File: src/rtl/core/sat_pkg.sv
// Shared types and constants for the section address translator.
// No dependencies; every other file of the block refers to this package.
`default_nettype none

package sat_pkg;

  localparam int ADDR_W  = 32;
  localparam int IDX_IN_W = 4;
  localparam int CNT_IN_W = 5;
  localparam int OP_W     = 2;
  localparam int Q_DEPTH  = 2;
  localparam int Q_PTR_W  = $clog2(Q_DEPTH);
  localparam int Q_CNT_W  = $clog2(Q_DEPTH + 1);

  typedef enum logic [OP_W-1:0] {
    OP_WRITE = 2'd0,
    OP_V2F   = 2'd1,
    OP_F2V   = 2'd2
  } op_t;

  typedef enum logic [1:0] {
    CMD_NOP,
    CMD_WRITE,
    CMD_XLATE
  } cmd_kind_t;

  typedef enum logic {
    BK_IDLE,
    BK_SCAN
  } bk_state_t;

  typedef struct packed {
    logic [ADDR_W-1:0] vbase;
    logic [ADDR_W-1:0] vlen;
    logic [ADDR_W-1:0] rbase;
    logic [ADDR_W-1:0] rlen;
  } entry_t;

  typedef struct packed {
    cmd_kind_t           kind;
    logic                to_file;
    logic                wr_en;
    logic [IDX_IN_W-1:0] entry_index;
    entry_t              entry;
    logic [ADDR_W-1:0]   lookup_address;
  } cmd_t;

endpackage

`default_nettype wire

File: src/rtl/core/sat_if.sv
// Channel interfaces of the section address translator: request, result and
// configuration write. Depends on sat_pkg for widths.
`default_nettype none

interface sat_in_if;
  logic                          valid;
  logic                          ready;
  logic [sat_pkg::OP_W-1:0]      operation;
  logic [sat_pkg::IDX_IN_W-1:0]  entry_index;
  logic [sat_pkg::ADDR_W-1:0]    virtual_base;
  logic [sat_pkg::ADDR_W-1:0]    virtual_length;
  logic [sat_pkg::ADDR_W-1:0]    raw_base;
  logic [sat_pkg::ADDR_W-1:0]    raw_length;
  logic [sat_pkg::ADDR_W-1:0]    lookup_address;

  modport source (output valid, operation, entry_index, virtual_base, virtual_length,
                  raw_base, raw_length, lookup_address, input ready);
  modport sink   (input valid, operation, entry_index, virtual_base, virtual_length,
                  raw_base, raw_length, lookup_address, output ready);
endinterface

interface sat_out_if;
  logic                       valid;
  logic                       ready;
  logic [sat_pkg::ADDR_W-1:0] translated_address;
  logic                       hit;

  modport source (output valid, translated_address, hit, input ready);
  modport sink   (input valid, translated_address, hit, output ready);
endinterface

interface sat_cfg_if;
  logic                         valid;
  logic                         ready;
  logic [sat_pkg::CNT_IN_W-1:0] section_count;

  modport source (output valid, section_count, input ready);
  modport sink   (input valid, section_count, output ready);
endinterface

`default_nettype wire

File: src/rtl/core/section_address_translator.sv
// Top level of the section address translator: configuration register and
// the front end, command queue and back end. Depends on sat_pkg, sat_if.sv,
// sat_front, sat_queue and sat_back.
//
//   channel   dir  handshake      carries
//   in_ch     in   valid/ready    operation, entry and lookup address
//   out_ch    out  valid/ready    translated_address, hit
//   cfg_ch    in   valid/ready    section_count (always ready)
//
// Write and unused operations are answered directly from idle; a translation
// examines k entries, k being those up to the first match (at most
// min(section_count, MAX_SECTIONS)), one entry per cycle through the single
// read port of the section table. A two-item queue decouples request intake.
// Reset clears the count, queue and control; the section table is not reset.
// A full result register stalls the back end; a full queue stalls in_ch.
`default_nettype none

module section_address_translator #(
  parameter int MAX_SECTIONS = 16
) (
  input  logic        clk,
  input  logic        rst_n,
  sat_in_if.sink      in_ch,
  sat_out_if.source   out_ch,
  sat_cfg_if.sink     cfg_ch
);

  logic [sat_pkg::CNT_IN_W-1:0] section_count_r, section_count_nxt;
  logic                         push_valid, push_ready;
  sat_pkg::cmd_t                push_cmd;
  logic                         q_valid, q_pop;
  sat_pkg::cmd_t                q_cmd;

  assign cfg_ch.ready = 1'b1;

  always_comb begin
    section_count_nxt = section_count_r;
    if (cfg_ch.valid) begin
      section_count_nxt = cfg_ch.section_count;
    end
  end

  always_ff @(posedge clk) begin
    if (!rst_n) begin
      section_count_r <= '0;
    end else begin
      section_count_r <= section_count_nxt;
    end
  end

  sat_front #(
    .MAX_SECTIONS(MAX_SECTIONS)
  ) u_front (
    .in_ch      (in_ch),
    .push_valid (push_valid),
    .push_ready (push_ready),
    .push_cmd   (push_cmd)
  );

  sat_queue u_queue (
    .clk        (clk),
    .rst_n      (rst_n),
    .push_valid (push_valid),
    .push_ready (push_ready),
    .push_cmd   (push_cmd),
    .pop_valid  (q_valid),
    .pop        (q_pop),
    .pop_cmd    (q_cmd)
  );

  sat_back #(
    .MAX_SECTIONS(MAX_SECTIONS)
  ) u_back (
    .clk           (clk),
    .rst_n         (rst_n),
    .section_count (section_count_r),
    .q_valid       (q_valid),
    .q_cmd         (q_cmd),
    .q_pop         (q_pop),
    .out_ch        (out_ch)
  );

endmodule

`default_nettype wire

File: src/rtl/core/sat_front.sv
// Front end: takes request items and decodes them into queue commands.
// Depends on sat_pkg and sat_in_if.
`default_nettype none

module sat_front #(
  parameter int MAX_SECTIONS = 16
) (
  sat_in_if.sink        in_ch,
  output logic          push_valid,
  input  logic          push_ready,
  output sat_pkg::cmd_t push_cmd
);

  assign in_ch.ready = push_ready;
  assign push_valid  = in_ch.valid;

  always_comb begin
    push_cmd.kind           = sat_pkg::CMD_NOP;
    push_cmd.to_file        = 1'b0;
    push_cmd.wr_en          = 1'b0;
    push_cmd.entry_index    = in_ch.entry_index;
    push_cmd.entry.vbase    = in_ch.virtual_base;
    push_cmd.entry.vlen     = in_ch.virtual_length;
    push_cmd.entry.rbase    = in_ch.raw_base;
    push_cmd.entry.rlen     = in_ch.raw_length;
    push_cmd.lookup_address = in_ch.lookup_address;
    unique case (in_ch.operation)
      sat_pkg::OP_WRITE: begin
        push_cmd.kind  = sat_pkg::CMD_WRITE;
        // drop writes beyond the table
        push_cmd.wr_en = (32'(in_ch.entry_index) < 32'(MAX_SECTIONS));
      end
      sat_pkg::OP_V2F: begin
        push_cmd.kind    = sat_pkg::CMD_XLATE;
        push_cmd.to_file = 1'b1;
      end
      sat_pkg::OP_F2V: begin
        push_cmd.kind    = sat_pkg::CMD_XLATE;
        push_cmd.to_file = 1'b0;
      end
      default: begin
        push_cmd.kind = sat_pkg::CMD_NOP;
      end
    endcase
  end

endmodule

`default_nettype wire

File: src/rtl/core/sat_queue.sv
// Two-entry command queue between the front end and the back end.
// Depends on sat_pkg.
`default_nettype none

module sat_queue (
  input  logic          clk,
  input  logic          rst_n,
  input  logic          push_valid,
  output logic          push_ready,
  input  sat_pkg::cmd_t push_cmd,
  output logic          pop_valid,
  input  logic          pop,
  output sat_pkg::cmd_t pop_cmd
);

  sat_pkg::cmd_t                q_mem_r [sat_pkg::Q_DEPTH];
  logic [sat_pkg::Q_PTR_W-1:0]  wr_ptr_r, wr_ptr_nxt;
  logic [sat_pkg::Q_PTR_W-1:0]  rd_ptr_r, rd_ptr_nxt;
  logic [sat_pkg::Q_CNT_W-1:0]  cnt_r, cnt_nxt;
  logic                         do_push, do_pop;

  assign push_ready = (cnt_r != sat_pkg::Q_CNT_W'(sat_pkg::Q_DEPTH));
  assign pop_valid  = (cnt_r != '0);
  assign pop_cmd    = q_mem_r[rd_ptr_r];
  assign do_push    = push_valid && push_ready;
  assign do_pop     = pop && pop_valid;

  always_comb begin
    wr_ptr_nxt = do_push ? wr_ptr_r + 1'b1 : wr_ptr_r;
    rd_ptr_nxt = do_pop ? rd_ptr_r + 1'b1 : rd_ptr_r;
    cnt_nxt    = cnt_r;
    if (do_push && !do_pop) begin
      cnt_nxt = cnt_r + sat_pkg::Q_CNT_W'(1);
    end else if (do_pop && !do_push) begin
      cnt_nxt = cnt_r - sat_pkg::Q_CNT_W'(1);
    end
  end

  always_ff @(posedge clk) begin
    if (!rst_n) begin
      wr_ptr_r <= '0;
      rd_ptr_r <= '0;
      cnt_r    <= '0;
    end else begin
      wr_ptr_r <= wr_ptr_nxt;
      rd_ptr_r <= rd_ptr_nxt;
      cnt_r    <= cnt_nxt;
    end
  end

  always_ff @(posedge clk) begin
    if (do_push) begin
      q_mem_r[wr_ptr_r] <= push_cmd;
    end
  end

`ifndef ASSERT_OFF
  a_cnt_bound: assert property (@(posedge clk) disable iff (!rst_n)
    cnt_r <= sat_pkg::Q_CNT_W'(sat_pkg::Q_DEPTH))
    else $error("queue fill beyond depth");
`endif

endmodule

`default_nettype wire

File: src/rtl/core/sat_back.sv
// Back end: section table memory, sequential range search and result register.
// Depends on sat_pkg and sat_out_if.
`default_nettype none

module sat_back #(
  parameter int MAX_SECTIONS = 16
) (
  input  logic                           clk,
  input  logic                           rst_n,
  input  logic [sat_pkg::CNT_IN_W-1:0]   section_count,
  input  logic                           q_valid,
  input  sat_pkg::cmd_t                  q_cmd,
  output logic                           q_pop,
  sat_out_if.source                      out_ch
);

  localparam int IDX_W = (MAX_SECTIONS > 1) ? $clog2(MAX_SECTIONS) : 1;
  localparam int CW    = $clog2(MAX_SECTIONS + 1);
  localparam int AW    = sat_pkg::ADDR_W;

  sat_pkg::entry_t     sect_mem [MAX_SECTIONS];
  sat_pkg::entry_t     rd_data_r;
  logic [IDX_W-1:0]    rd_addr;
  logic                mem_we;

  sat_pkg::bk_state_t  state_r, state_nxt;
  logic [CW-1:0]       ptr_r, ptr_nxt;
  logic [AW-1:0]       addr_r, addr_nxt;
  logic                to_file_r, to_file_nxt;
  logic                out_valid_r, out_valid_nxt;
  logic [AW-1:0]       out_addr_r, out_addr_nxt;
  logic                out_hit_r, out_hit_nxt;

  logic [CW-1:0]       limit;
  logic                out_free;
  logic                start_scan;
  logic [AW-1:0]       from_base, from_len, to_base;
  logic [AW:0]         diff;
  logic                hit_now, last, scan_done;
  logic [AW-1:0]       xlat;

  always_comb begin
    if (32'(section_count) > 32'(MAX_SECTIONS)) begin
      limit = CW'(MAX_SECTIONS);
    end else begin
      limit = CW'(section_count);
    end
  end

  assign out_free   = !out_valid_r || out_ch.ready;
  assign start_scan = (q_cmd.kind == sat_pkg::CMD_XLATE) && (limit != '0);

  // range test on the entry fetched last cycle
  always_comb begin
    from_base = to_file_r ? rd_data_r.vbase : rd_data_r.rbase;
    from_len  = to_file_r ? rd_data_r.vlen  : rd_data_r.rlen;
    to_base   = to_file_r ? rd_data_r.rbase : rd_data_r.vbase;
    diff      = {1'b0, addr_r} - {1'b0, from_base};
    hit_now   = !diff[AW] && (diff[AW-1:0] < from_len);
    xlat      = diff[AW-1:0] + to_base;
    last      = ((ptr_r + CW'(1)) == limit);
    scan_done = hit_now || last;
  end

  always_comb begin
    state_nxt = state_r;
    unique case (state_r)
      sat_pkg::BK_IDLE: begin
        if (q_valid && start_scan) begin
          state_nxt = sat_pkg::BK_SCAN;
        end
      end
      sat_pkg::BK_SCAN: begin
        if (scan_done && out_free) begin
          state_nxt = sat_pkg::BK_IDLE;
        end
      end
      default: state_nxt = sat_pkg::BK_IDLE;
    endcase
  end

  always_comb begin
    q_pop        = 1'b0;
    mem_we       = 1'b0;
    ptr_nxt      = ptr_r;
    addr_nxt     = addr_r;
    to_file_nxt  = to_file_r;
    out_addr_nxt = out_addr_r;
    out_hit_nxt  = out_hit_r;
    out_valid_nxt = out_valid_r && !out_ch.ready;
    unique case (state_r)
      sat_pkg::BK_IDLE: begin
        ptr_nxt = '0;
        if (q_valid && start_scan) begin
          q_pop       = 1'b1;
          addr_nxt    = q_cmd.lookup_address;
          to_file_nxt = q_cmd.to_file;
        end else if (q_valid && out_free) begin
          // write, unused operation or empty search: answer at once
          q_pop         = 1'b1;
          mem_we        = (q_cmd.kind == sat_pkg::CMD_WRITE) && q_cmd.wr_en;
          out_valid_nxt = 1'b1;
          out_addr_nxt  = '0;
          out_hit_nxt   = 1'b0;
        end
      end
      sat_pkg::BK_SCAN: begin
        if (!scan_done) begin
          ptr_nxt = ptr_r + CW'(1);
        end else if (out_free) begin
          out_valid_nxt = 1'b1;
          out_hit_nxt   = hit_now;
          out_addr_nxt  = hit_now ? xlat : '0;
        end
      end
      default: ;
    endcase
  end

  // hold the fetched entry while stalled on the result side
  assign rd_addr = ptr_nxt[IDX_W-1:0];

  always_ff @(posedge clk) begin
    if (mem_we) begin
      sect_mem[IDX_W'(q_cmd.entry_index)] <= q_cmd.entry;
    end
    rd_data_r <= sect_mem[rd_addr];
  end

  always_ff @(posedge clk) begin
    if (!rst_n) begin
      state_r     <= sat_pkg::BK_IDLE;
      ptr_r       <= '0;
      out_valid_r <= 1'b0;
    end else begin
      state_r     <= state_nxt;
      ptr_r       <= ptr_nxt;
      out_valid_r <= out_valid_nxt;
    end
  end

  always_ff @(posedge clk) begin
    addr_r     <= addr_nxt;
    to_file_r  <= to_file_nxt;
    out_addr_r <= out_addr_nxt;
    out_hit_r  <= out_hit_nxt;
  end

  assign out_ch.valid              = out_valid_r;
  assign out_ch.translated_address = out_addr_r;
  assign out_ch.hit                = out_hit_r;

`ifndef ASSERT_OFF
  a_ptr_in_limit: assert property (@(posedge clk) disable iff (!rst_n)
    (state_r == sat_pkg::BK_SCAN) |-> (ptr_r < limit))
    else $error("scan pointer beyond searched entries");
`endif
`ifndef ASSERT_OFF
  a_miss_zero: assert property (@(posedge clk) disable iff (!rst_n)
    (out_valid_r && !out_hit_r) |-> (out_addr_r == '0))
    else $error("miss result carries a non-zero address");
`endif
`ifndef ASSERT_OFF
  a_scan_finish: assert property (@(posedge clk) disable iff (!rst_n)
    (state_r == sat_pkg::BK_SCAN && scan_done && out_free)
      |=> (state_r == sat_pkg::BK_IDLE && out_valid_r))
    else $error("finished search did not deliver a result");
`endif

endmodule

`default_nettype wire
File: src/flat_wrapper.sv
// flat-port wrapper written by rule: the top's interface ports become plain ports
module section_address_translator_flat 
#(
  parameter int MAX_SECTIONS = 16
)
  (clk, rst_n, in_ch_valid, in_ch_operation, in_ch_entry_index, in_ch_virtual_base, in_ch_virtual_length, in_ch_raw_base, in_ch_raw_length, in_ch_lookup_address, in_ch_ready, out_ch_valid, out_ch_translated_address, out_ch_hit, out_ch_ready, cfg_ch_valid, cfg_ch_section_count, cfg_ch_ready);
  sat_in_if in_ch_i ();
  sat_out_if out_ch_i ();
  sat_cfg_if cfg_ch_i ();
  input  logic clk;
  input  logic rst_n;
  input wire logic [$bits(in_ch_i.valid)-1:0] in_ch_valid;
  input wire logic [$bits(in_ch_i.operation)-1:0] in_ch_operation;
  input wire logic [$bits(in_ch_i.entry_index)-1:0] in_ch_entry_index;
  input wire logic [$bits(in_ch_i.virtual_base)-1:0] in_ch_virtual_base;
  input wire logic [$bits(in_ch_i.virtual_length)-1:0] in_ch_virtual_length;
  input wire logic [$bits(in_ch_i.raw_base)-1:0] in_ch_raw_base;
  input wire logic [$bits(in_ch_i.raw_length)-1:0] in_ch_raw_length;
  input wire logic [$bits(in_ch_i.lookup_address)-1:0] in_ch_lookup_address;
  output wire logic [$bits(in_ch_i.ready)-1:0] in_ch_ready;
  output wire logic [$bits(out_ch_i.valid)-1:0] out_ch_valid;
  output wire logic [$bits(out_ch_i.translated_address)-1:0] out_ch_translated_address;
  output wire logic [$bits(out_ch_i.hit)-1:0] out_ch_hit;
  input wire logic [$bits(out_ch_i.ready)-1:0] out_ch_ready;
  input wire logic [$bits(cfg_ch_i.valid)-1:0] cfg_ch_valid;
  input wire logic [$bits(cfg_ch_i.section_count)-1:0] cfg_ch_section_count;
  output wire logic [$bits(cfg_ch_i.ready)-1:0] cfg_ch_ready;
  assign in_ch_i.valid = in_ch_valid;
  assign in_ch_i.operation = in_ch_operation;
  assign in_ch_i.entry_index = in_ch_entry_index;
  assign in_ch_i.virtual_base = in_ch_virtual_base;
  assign in_ch_i.virtual_length = in_ch_virtual_length;
  assign in_ch_i.raw_base = in_ch_raw_base;
  assign in_ch_i.raw_length = in_ch_raw_length;
  assign in_ch_i.lookup_address = in_ch_lookup_address;
  assign in_ch_ready = in_ch_i.ready;
  assign out_ch_valid = out_ch_i.valid;
  assign out_ch_translated_address = out_ch_i.translated_address;
  assign out_ch_hit = out_ch_i.hit;
  assign out_ch_i.ready = out_ch_ready;
  assign cfg_ch_i.valid = cfg_ch_valid;
  assign cfg_ch_i.section_count = cfg_ch_section_count;
  assign cfg_ch_ready = cfg_ch_i.ready;
  section_address_translator #(.MAX_SECTIONS(MAX_SECTIONS)) u_core (.clk(clk), .rst_n(rst_n), .in_ch(in_ch_i), .out_ch(out_ch_i), .cfg_ch(cfg_ch_i));
endmodule
File: config.mk
export PLATFORM = sky130hd
export DESIGN_NAME = section_address_translator_flat
export DESIGN_NICKNAME = d
export VERILOG_FILES = /design/src/rtl/core/sat_pkg.sv /design/src/rtl/core/sat_if.sv /design/src/rtl/core/section_address_translator.sv /design/src/rtl/core/sat_front.sv /design/src/rtl/core/sat_queue.sv /design/src/rtl/core/sat_back.sv /design/src/flat_wrapper.sv
export SDC_FILE = /design/constraint.sdc
export NUM_CORES = 2
export LEC_CHECK = 0
export CORE_MARGIN = 2
export CORE_UTILIZATION = 35
export CTS_BUF_LIST = sky130_fd_sc_hd__clkbuf_8
export CTS_CLUSTER_DIAMETER = 40
export DETAILED_ROUTE_END_ITERATION = 10
export DONT_BUFFER_PORTS = 1
export GPL_TIMING_DRIVEN = 0
export HOLD_SLACK_MARGIN = 0.1
export PLACE_DENSITY = 0.52
export SYNTH_ARGS = -nofsm -noshare
export SYNTH_HDL_FRONTEND = slang
export SYNTH_HIERARCHICAL = 1
export SYNTH_SLANG_ARGS = --single-unit
File: constraint.sdc
create_clock -name clk -period 16.6 [get_ports clk]
set_input_delay 1.66 -clock clk [delete_from_list [all_inputs] [get_ports clk]]
set_output_delay 1.66 -clock clk [all_outputs]
set_load 0.01 [all_outputs]
# Yosys cells after proc, flatten, opt, wreduce, memory -nomap -nowiden
# Memory sizes are Yosys's and may differ from the RTL's. A register that Yosys moved wholly into a read port is not among the register bits.
# Cells that the tools add are included.
# totals
word_cells,102
in_bits,176
ram_bits,2384
n_memories,2
output_inout_bits,36
reg_bits,82
# memory_table
name,depth,width,read_ports,rd_ports_with_merged_regs,wr,line_no,source
u_core.u_back.sect_mem,16,128,1,1,1,sat_back.sv:21,sat_pkg::entry_t sect_mem [MAX_SECTIONS];
u_core.u_queue.q_mem_r,2,168,1,1,1,sat_queue.sv:16,sat_pkg::cmd_t q_mem_r [sat_pkg::Q_DEPTH];
# op_classes
reduce_logical,25
magnitude_cmp,2
add_sub_neg,7
muxes,42
eq_ne,11
n_bitwise,1
# op_table
cell,n
$mux W32,8
$pmux W32 S2,1
$sub A32 B32 Y33,1
$add A32 B32 Y32,1
$lt A32 B32 Y1,1
$mux W1,24
$logic_and A1 B1 Y1,11
$mux W5,2
$pmux W5 S2,1
$ne A2 B2 Y1 const B,4
$pmux W1 S2,3
$add A5 B1 Y5 const B,1
$eq A5 B5 Y1,1
$gt A5 B5 Y1 const B,1
$logic_not A1 Y1,5
$reduce_bool A5 Y1,1
$eq A2 B1 Y1 const B,2
$eq A2 B2 Y1 const B,2
$mux W2,2
$ne A2 B1 Y1 const B,2
$pmux W2 S2,1
$reduce_and A4 Y1,1
$reduce_bool A2 Y1,2
$add A1 B1 Y1 const B,2
7 further kinds,8

# Depth between registers and ports, before layout
# logic_depth
word_depth,11
depth_mapped,32
mapped_depth_nobuf,26

# By module
# The synthesis kept the hierarchy.
# modules_own_cells
module,cells_per_inst,seq_area_each_um2,n_inst,area_per_inst_um2
sat_back,6332,66183.5,1,89896.2
sat_queue,547,10189.8,1,12788.5
sat_front,171,0.0,1,1286.2
section_address_translator,18,100.1,1,203.9

# Worst setup path after synthesis
# OpenSTA, ideal clock, no wires.
# synth_timing
path_kind,input -> register
start,in out_ch_ready
end,mem u_core/u_back/sect_mem[0][0] (netlist name) (enable)
n_path_buf,0
required_time_ns,15.828
path_slack_ns,4.876
arrival_time_ns,10.952
stages,5
setup_ns,0.772
path_cell_list,nor2b_1 -> nor2_1 -> nand4b_1 -> or3_1 -> nor3_1
# synth_between
elab_chain_cells,7
# synth_rtl
element,line_no,source
start: declaration,flat_wrapper.sv:24,input wire logic [$bits(out_ch_i.ready)-1:0] out_ch_ready;
$logic_or A1 B1 Y1,sat_back.sv:50,assign out_free = !out_valid_r || out_ch.ready;
$logic_and A1 B1 Y1,sat_back.sv:98,end else if (q_valid && out_free) begin
$mux W1,sat_back.sv:98,
$mux W1,sat_back.sv:94,if (q_valid && start_scan) begin
$mux W1,sat_back.sv:91,unique case (state_r)
$mux W1,sat_back.sv:124,if (mem_we) begin
$mux W1 (not written as such),sat_back.sv:125,sect_mem[IDX_W'(q_cmd.entry_index)] <= q_cmd.entry;
end: declaration,sat_back.sv:21,
# No other way between the ends.

# Worst setup path in the final report
# layout_timing
start,reg u_core.u_back.to_file_r
end,"reg, netlist name u_core/u_back/rd_data_r[98]"
# layout_between
elab_chain_cells,7
word_cells_on_any_way,9
cone_classes,add/sub (1); order compare (1); mux (4); reduce/logical (3)
# layout_rtl
element,line_no,source
start: declaration,sat_back.sv:29,"logic to_file_r, to_file_nxt;"
start signal: assignment,sat_back.sv:144,to_file_r <= to_file_nxt;
$mux W32,sat_back.sv:55,from_base = to_file_r ? rd_data_r.vbase : rd_data_r.rbase;
$sub A32 B32 Y33,sat_back.sv:58,"diff = {1'b0, addr_r} - {1'b0, from_base};"
$lt A32 B32 Y1 / $logic_not A1 Y1 (equally long branches),sat_back.sv:59,hit_now = !diff[AW] && (diff[AW-1:0] < from_len);
$logic_and A1 B1 Y1 *,sat_back.sv:59,
$logic_or A1 B1 Y1 *,sat_back.sv:62,scan_done = hit_now || last;
$mux W5 *,sat_back.sv:108,if (!scan_done) begin
$pmux W5 S2 *,sat_back.sv:91,
# Every way passes the cells marked *; elsewhere a longest branch is shown, timed or not. The select of a mux whose other input is x is not followed.
# A chain may end at the register's enable or synchronous reset.

==> impl_metrics.toml <==
[drt]
viasPerCell = 5.049
drt.antenna.violating_nets = 0
drc = 0
dr.pass1.iters = 8
wirelength_mm = 297.8
drt_iter0_drc = 4687
vias = 60530
routedWlPerCell_um = 24.84

[placed_design]
dpl.hpwl_mm = 213.0
portBuffers = 0
dp_slack_ps = 5051
routabilityCongestion = 0.8698

[layout]
nFillCells = 27370
nNetsFinal = 7933
layout-drive-gt1-share = 0.1719
utilization = 0.4060
syn_to_final_growth_pct = 15.57

[global_route]
antenna_found_initial = 33
grt_usage = 0.1928
grt_pass1_vias = 60610
grt_max_degree = 89
grt_pass1_wl_mm = 423.8
gr-total-overflow = 0

[clocking]
cts.root.buffer_cell = "clkbuf_8"
htree_num_levels = 5
path_clk_slew_ps = 60
clock_latency_ps = 1060
cts.path.max_buffers = 4
ctsHoldBuffers = 0
cts_resized = 0
numCtsBuffers = 446
cts_tree = "yes"
clock_sink_count = 2595
postCtsSetupBuffers = 0

[logic_synthesis]
synth_top_area_cell = "edfxtp_1"
synthSimpleGateAreaFrac = 0.09705
ys_seq_elements = 2595
syn_nets = 7345
synthMuxAreaShare = 0.08275
async_reset_ff_frac = 0
synth_top_area_frac = 0.7062
synth_top_family_by_area = "simple AND/OR/NAND/NOR gates"
synth_xor_area_frac = 0.004960
synth.avg_cell_area_um2 = 14.74
synth-compound-area-share = 0.03748
synth_flop_cell = "edfxtp_1"
synthAdderAreaFrac = 0.01227
synth_edf_count = 2450
ys_seq_area_frac = 0.7341
synth_most_common_cell = "edfxtp_1"
ys_top_cells_by_area = "edfxtp_1, mux2i_1, nand2_1"
syn_inst = 7068
ys_warn_count = 6
synth_common_cells = "edfxtp_1, nand2_1, nand3_1"
syn-cell-area_um2 = 104200
yosysUniqueCellTypes = 73

[sta]
rsz0062_at_grt = "false"
slew_headroom = -0.01672
tightest_slew_ps = 1525
hold_viol = 0
period_share = 0.7015
clock.fmax_mhz = 85.88
setup_violations = 0
worst_clock_skew_ps = 104.1
maxSlewViolCount = 11
worst_slack_ps = 4956
fin_crit_ps = 11640

[floorplanning]
die_w_um = 549.6
num_rows = 200
pin_count = 212
start_util = 0.3513
core_area_um2 = 296500
die_area_um2 = 302000
die_y_um = 549.6

[power_and_ir_drop]
pwr_density_cell_nw_per_um2 = 137.2
vdd_drop_max_uv = 77.04
p_leak_nw = 45.15

[status]
outcome = "finished with violations"
violations = "capacitance limit, slew limit"

[worst_setup_path]
crit_family = "compound AO/OA/AOI/OAI gates"
critPathRequiredTime_ps = 17420
r2r-end = "u_core/u_back/rd_data_r[98]"
reg2reg_from = "u_core/u_back/to_file_r"
cp.buffers_inverters = 5
crit_end = "u_core/u_back/rd_data_r[98]"
ff2ff_setup_slack_ps = 4960
crit_fanout = 10
end_kind = "flip-flop"
arrival_ps = 12460
critPathLaunchType = "flip-flop"
max_stage_delay_ps = 1120
cp.depth = 26
crit_type = "flip-flop to flip-flop"
crit_start = "u_core/u_back/to_file_r"
reg2regPathDepth = 26
critPathSlowestCell = "nor3_1"

[flow_run]
cap_violations = 2

[min_path]
min_path_type = "flip-flop to flip-flop"
power breakdown:
group	internal, mW	switching [mW]
sequential	7.98	0.124
clock	3.01	2.62
combinational	0.893	1.89
area by class of cell:
type | count | area (um2) | area share
sequential | 2595 | 76470 | 0.6352
buffer | 536 | 3159 | 0.02624
multi-input combinational | 3908 | 24610 | 0.2044
clock inverter | 332 | 2032 | 0.01688
timing repair buffer | 140 | 2292 | 0.01904
tap | 3939 | 4928 | 0.04093
inverter | 29 | 116.4 | 0.0009665
antenna | 18 | 45.04 | 0.0003741
clock buffer | 490 | 6744 | 0.05601
logic make-up after synthesis:
family	count (synthesis)
adder cells (fa/ha/maj)	101
flip-flops	2595
AND/OR/NAND/NOR	2307
buffers and inverters	565
multiplexers	798
AO/OA/AOI/OAI	642
other	1
XOR/XNOR	59
layer usage:
| metal | global-route usage | share of wire |
|---|---|---|
| met5 | 0 | 0.000081 |
| met4 | 0.05660 | 0.029 |
| met3 | 0.02923 | 0.056 |
| met2 | 0.3327 | 0.49 |
| met1 | 0.2501 | 0.42 |
worst reg2reg max path: stages, from the launching register on:
cell      delay [ps]
edfxtp_1         460
buf_2            320
clkbuf_1         450
clkbuf_1         700
mux2i_1          370
ha_1             320
a2111o_1         420
o221ai_1         350
o211ai_1         250
a31oi_1          400
a21oi_1          200
a31oi_1          360
o21ai_0          180
xor2_1           300
ha_1             310
a21o_1           180
a21o_1           170
a21oi_1          190
o41ai_1          100
nor3_1          1120
a211oi_2         280
mux2_2           450
nand2_1         1090
clkbuf_1        1040
buf_2            480
a21oi_1           80
nor3_1           830
layout by cell type (no fill, tap or decap), drive strengths merged, types with 15 or more instances in the layout:
cell / n
edfxtp: 2450
nand2: 1351
nand3: 625
clkbuf: 616
mux2i: 595
buf: 550
a21oi: 365
inv: 210
mux2: 203
dfxtp: 145
clkinv: 121
nor3: 105
ha: 99
o22ai: 81
nor2: 80
nor4: 46
o21ai: 43
a32o: 41
xnor2: 37
a21o: 23
xor2: 22
nand2b: 20
diode: 18
bufinv: 18
nand4: 18
nor2b: 16
and2: 15
metrics by stage:
stage | setup TNS (ps) | cell area [um2] | total power [mW] | hold slack, ps | cells
after floorplan | 0 | 104200 | 9.969 | 512.4 | 7068
after global placement | -2147120 | 109100 | 10.98 | 528.7 | 11010
after detailed placement | 0 | 111600 | 11.04 | 534.4 | 11150
after CTS | 0 | 120400 | 16.70 | 548.5 | 11970
after global routing | 0 | 120400 | 17.18 | 549.1 | 11970
final | 0 | 120400 | 16.52 | 545.5 | 11990
sequential cells by signal, indices dropped and copies added, names as in the netlist, named ones only:
| name | cells |
|---|---|
| u_core/u_queue/rd_ptr_r | 1 |
| u_core/u_back/out_ch.valid | 1 |
| u_core/u_queue/cnt_r | 2 |
| u_core/u_queue/wr_ptr_r | 1 |
| u_core/u_back/to_file_r | 1 |
| u_core/u_back/out_ch.hit | 1 |
| u_core/u_back/state_r | 1 |
| u_core/u_back/addr_r | 32 |
| u_core/u_back/ptr_r | 5 |
| u_core/u_back/out_ch.translated_address | 32 |
| u_core/u_back/rd_data_r | 128 |
| u_core/u_back/sect_mem | 2048 |
| u_core/u_queue/q_mem_r | 336 |
| u_core/section_count_r | 5 |
worst min path at each step:
stage	from	to	slack [ps]	cells after the start
CTS	u_core/u_queue/q_mem_r[0][28]	u_core/u_back/addr_r[28]	550	1
detailed placement	u_core/u_queue/q_mem_r[0][28]	u_core/u_back/addr_r[28]	530	1
finish	u_core/u_queue/q_mem_r[1][29]	u_core/u_back/addr_r[29]	550	1
global placement	u_core/u_queue/cnt_r[1]	u_core/u_queue/cnt_r[1]	530	2
floorplan	u_core/u_queue/cnt_r[1]	u_core/u_queue/cnt_r[1]	510	2
global route	u_core/u_queue/q_mem_r[0][29]	u_core/u_back/addr_r[29]	550	1
Power figures use the tool's default switching activity.
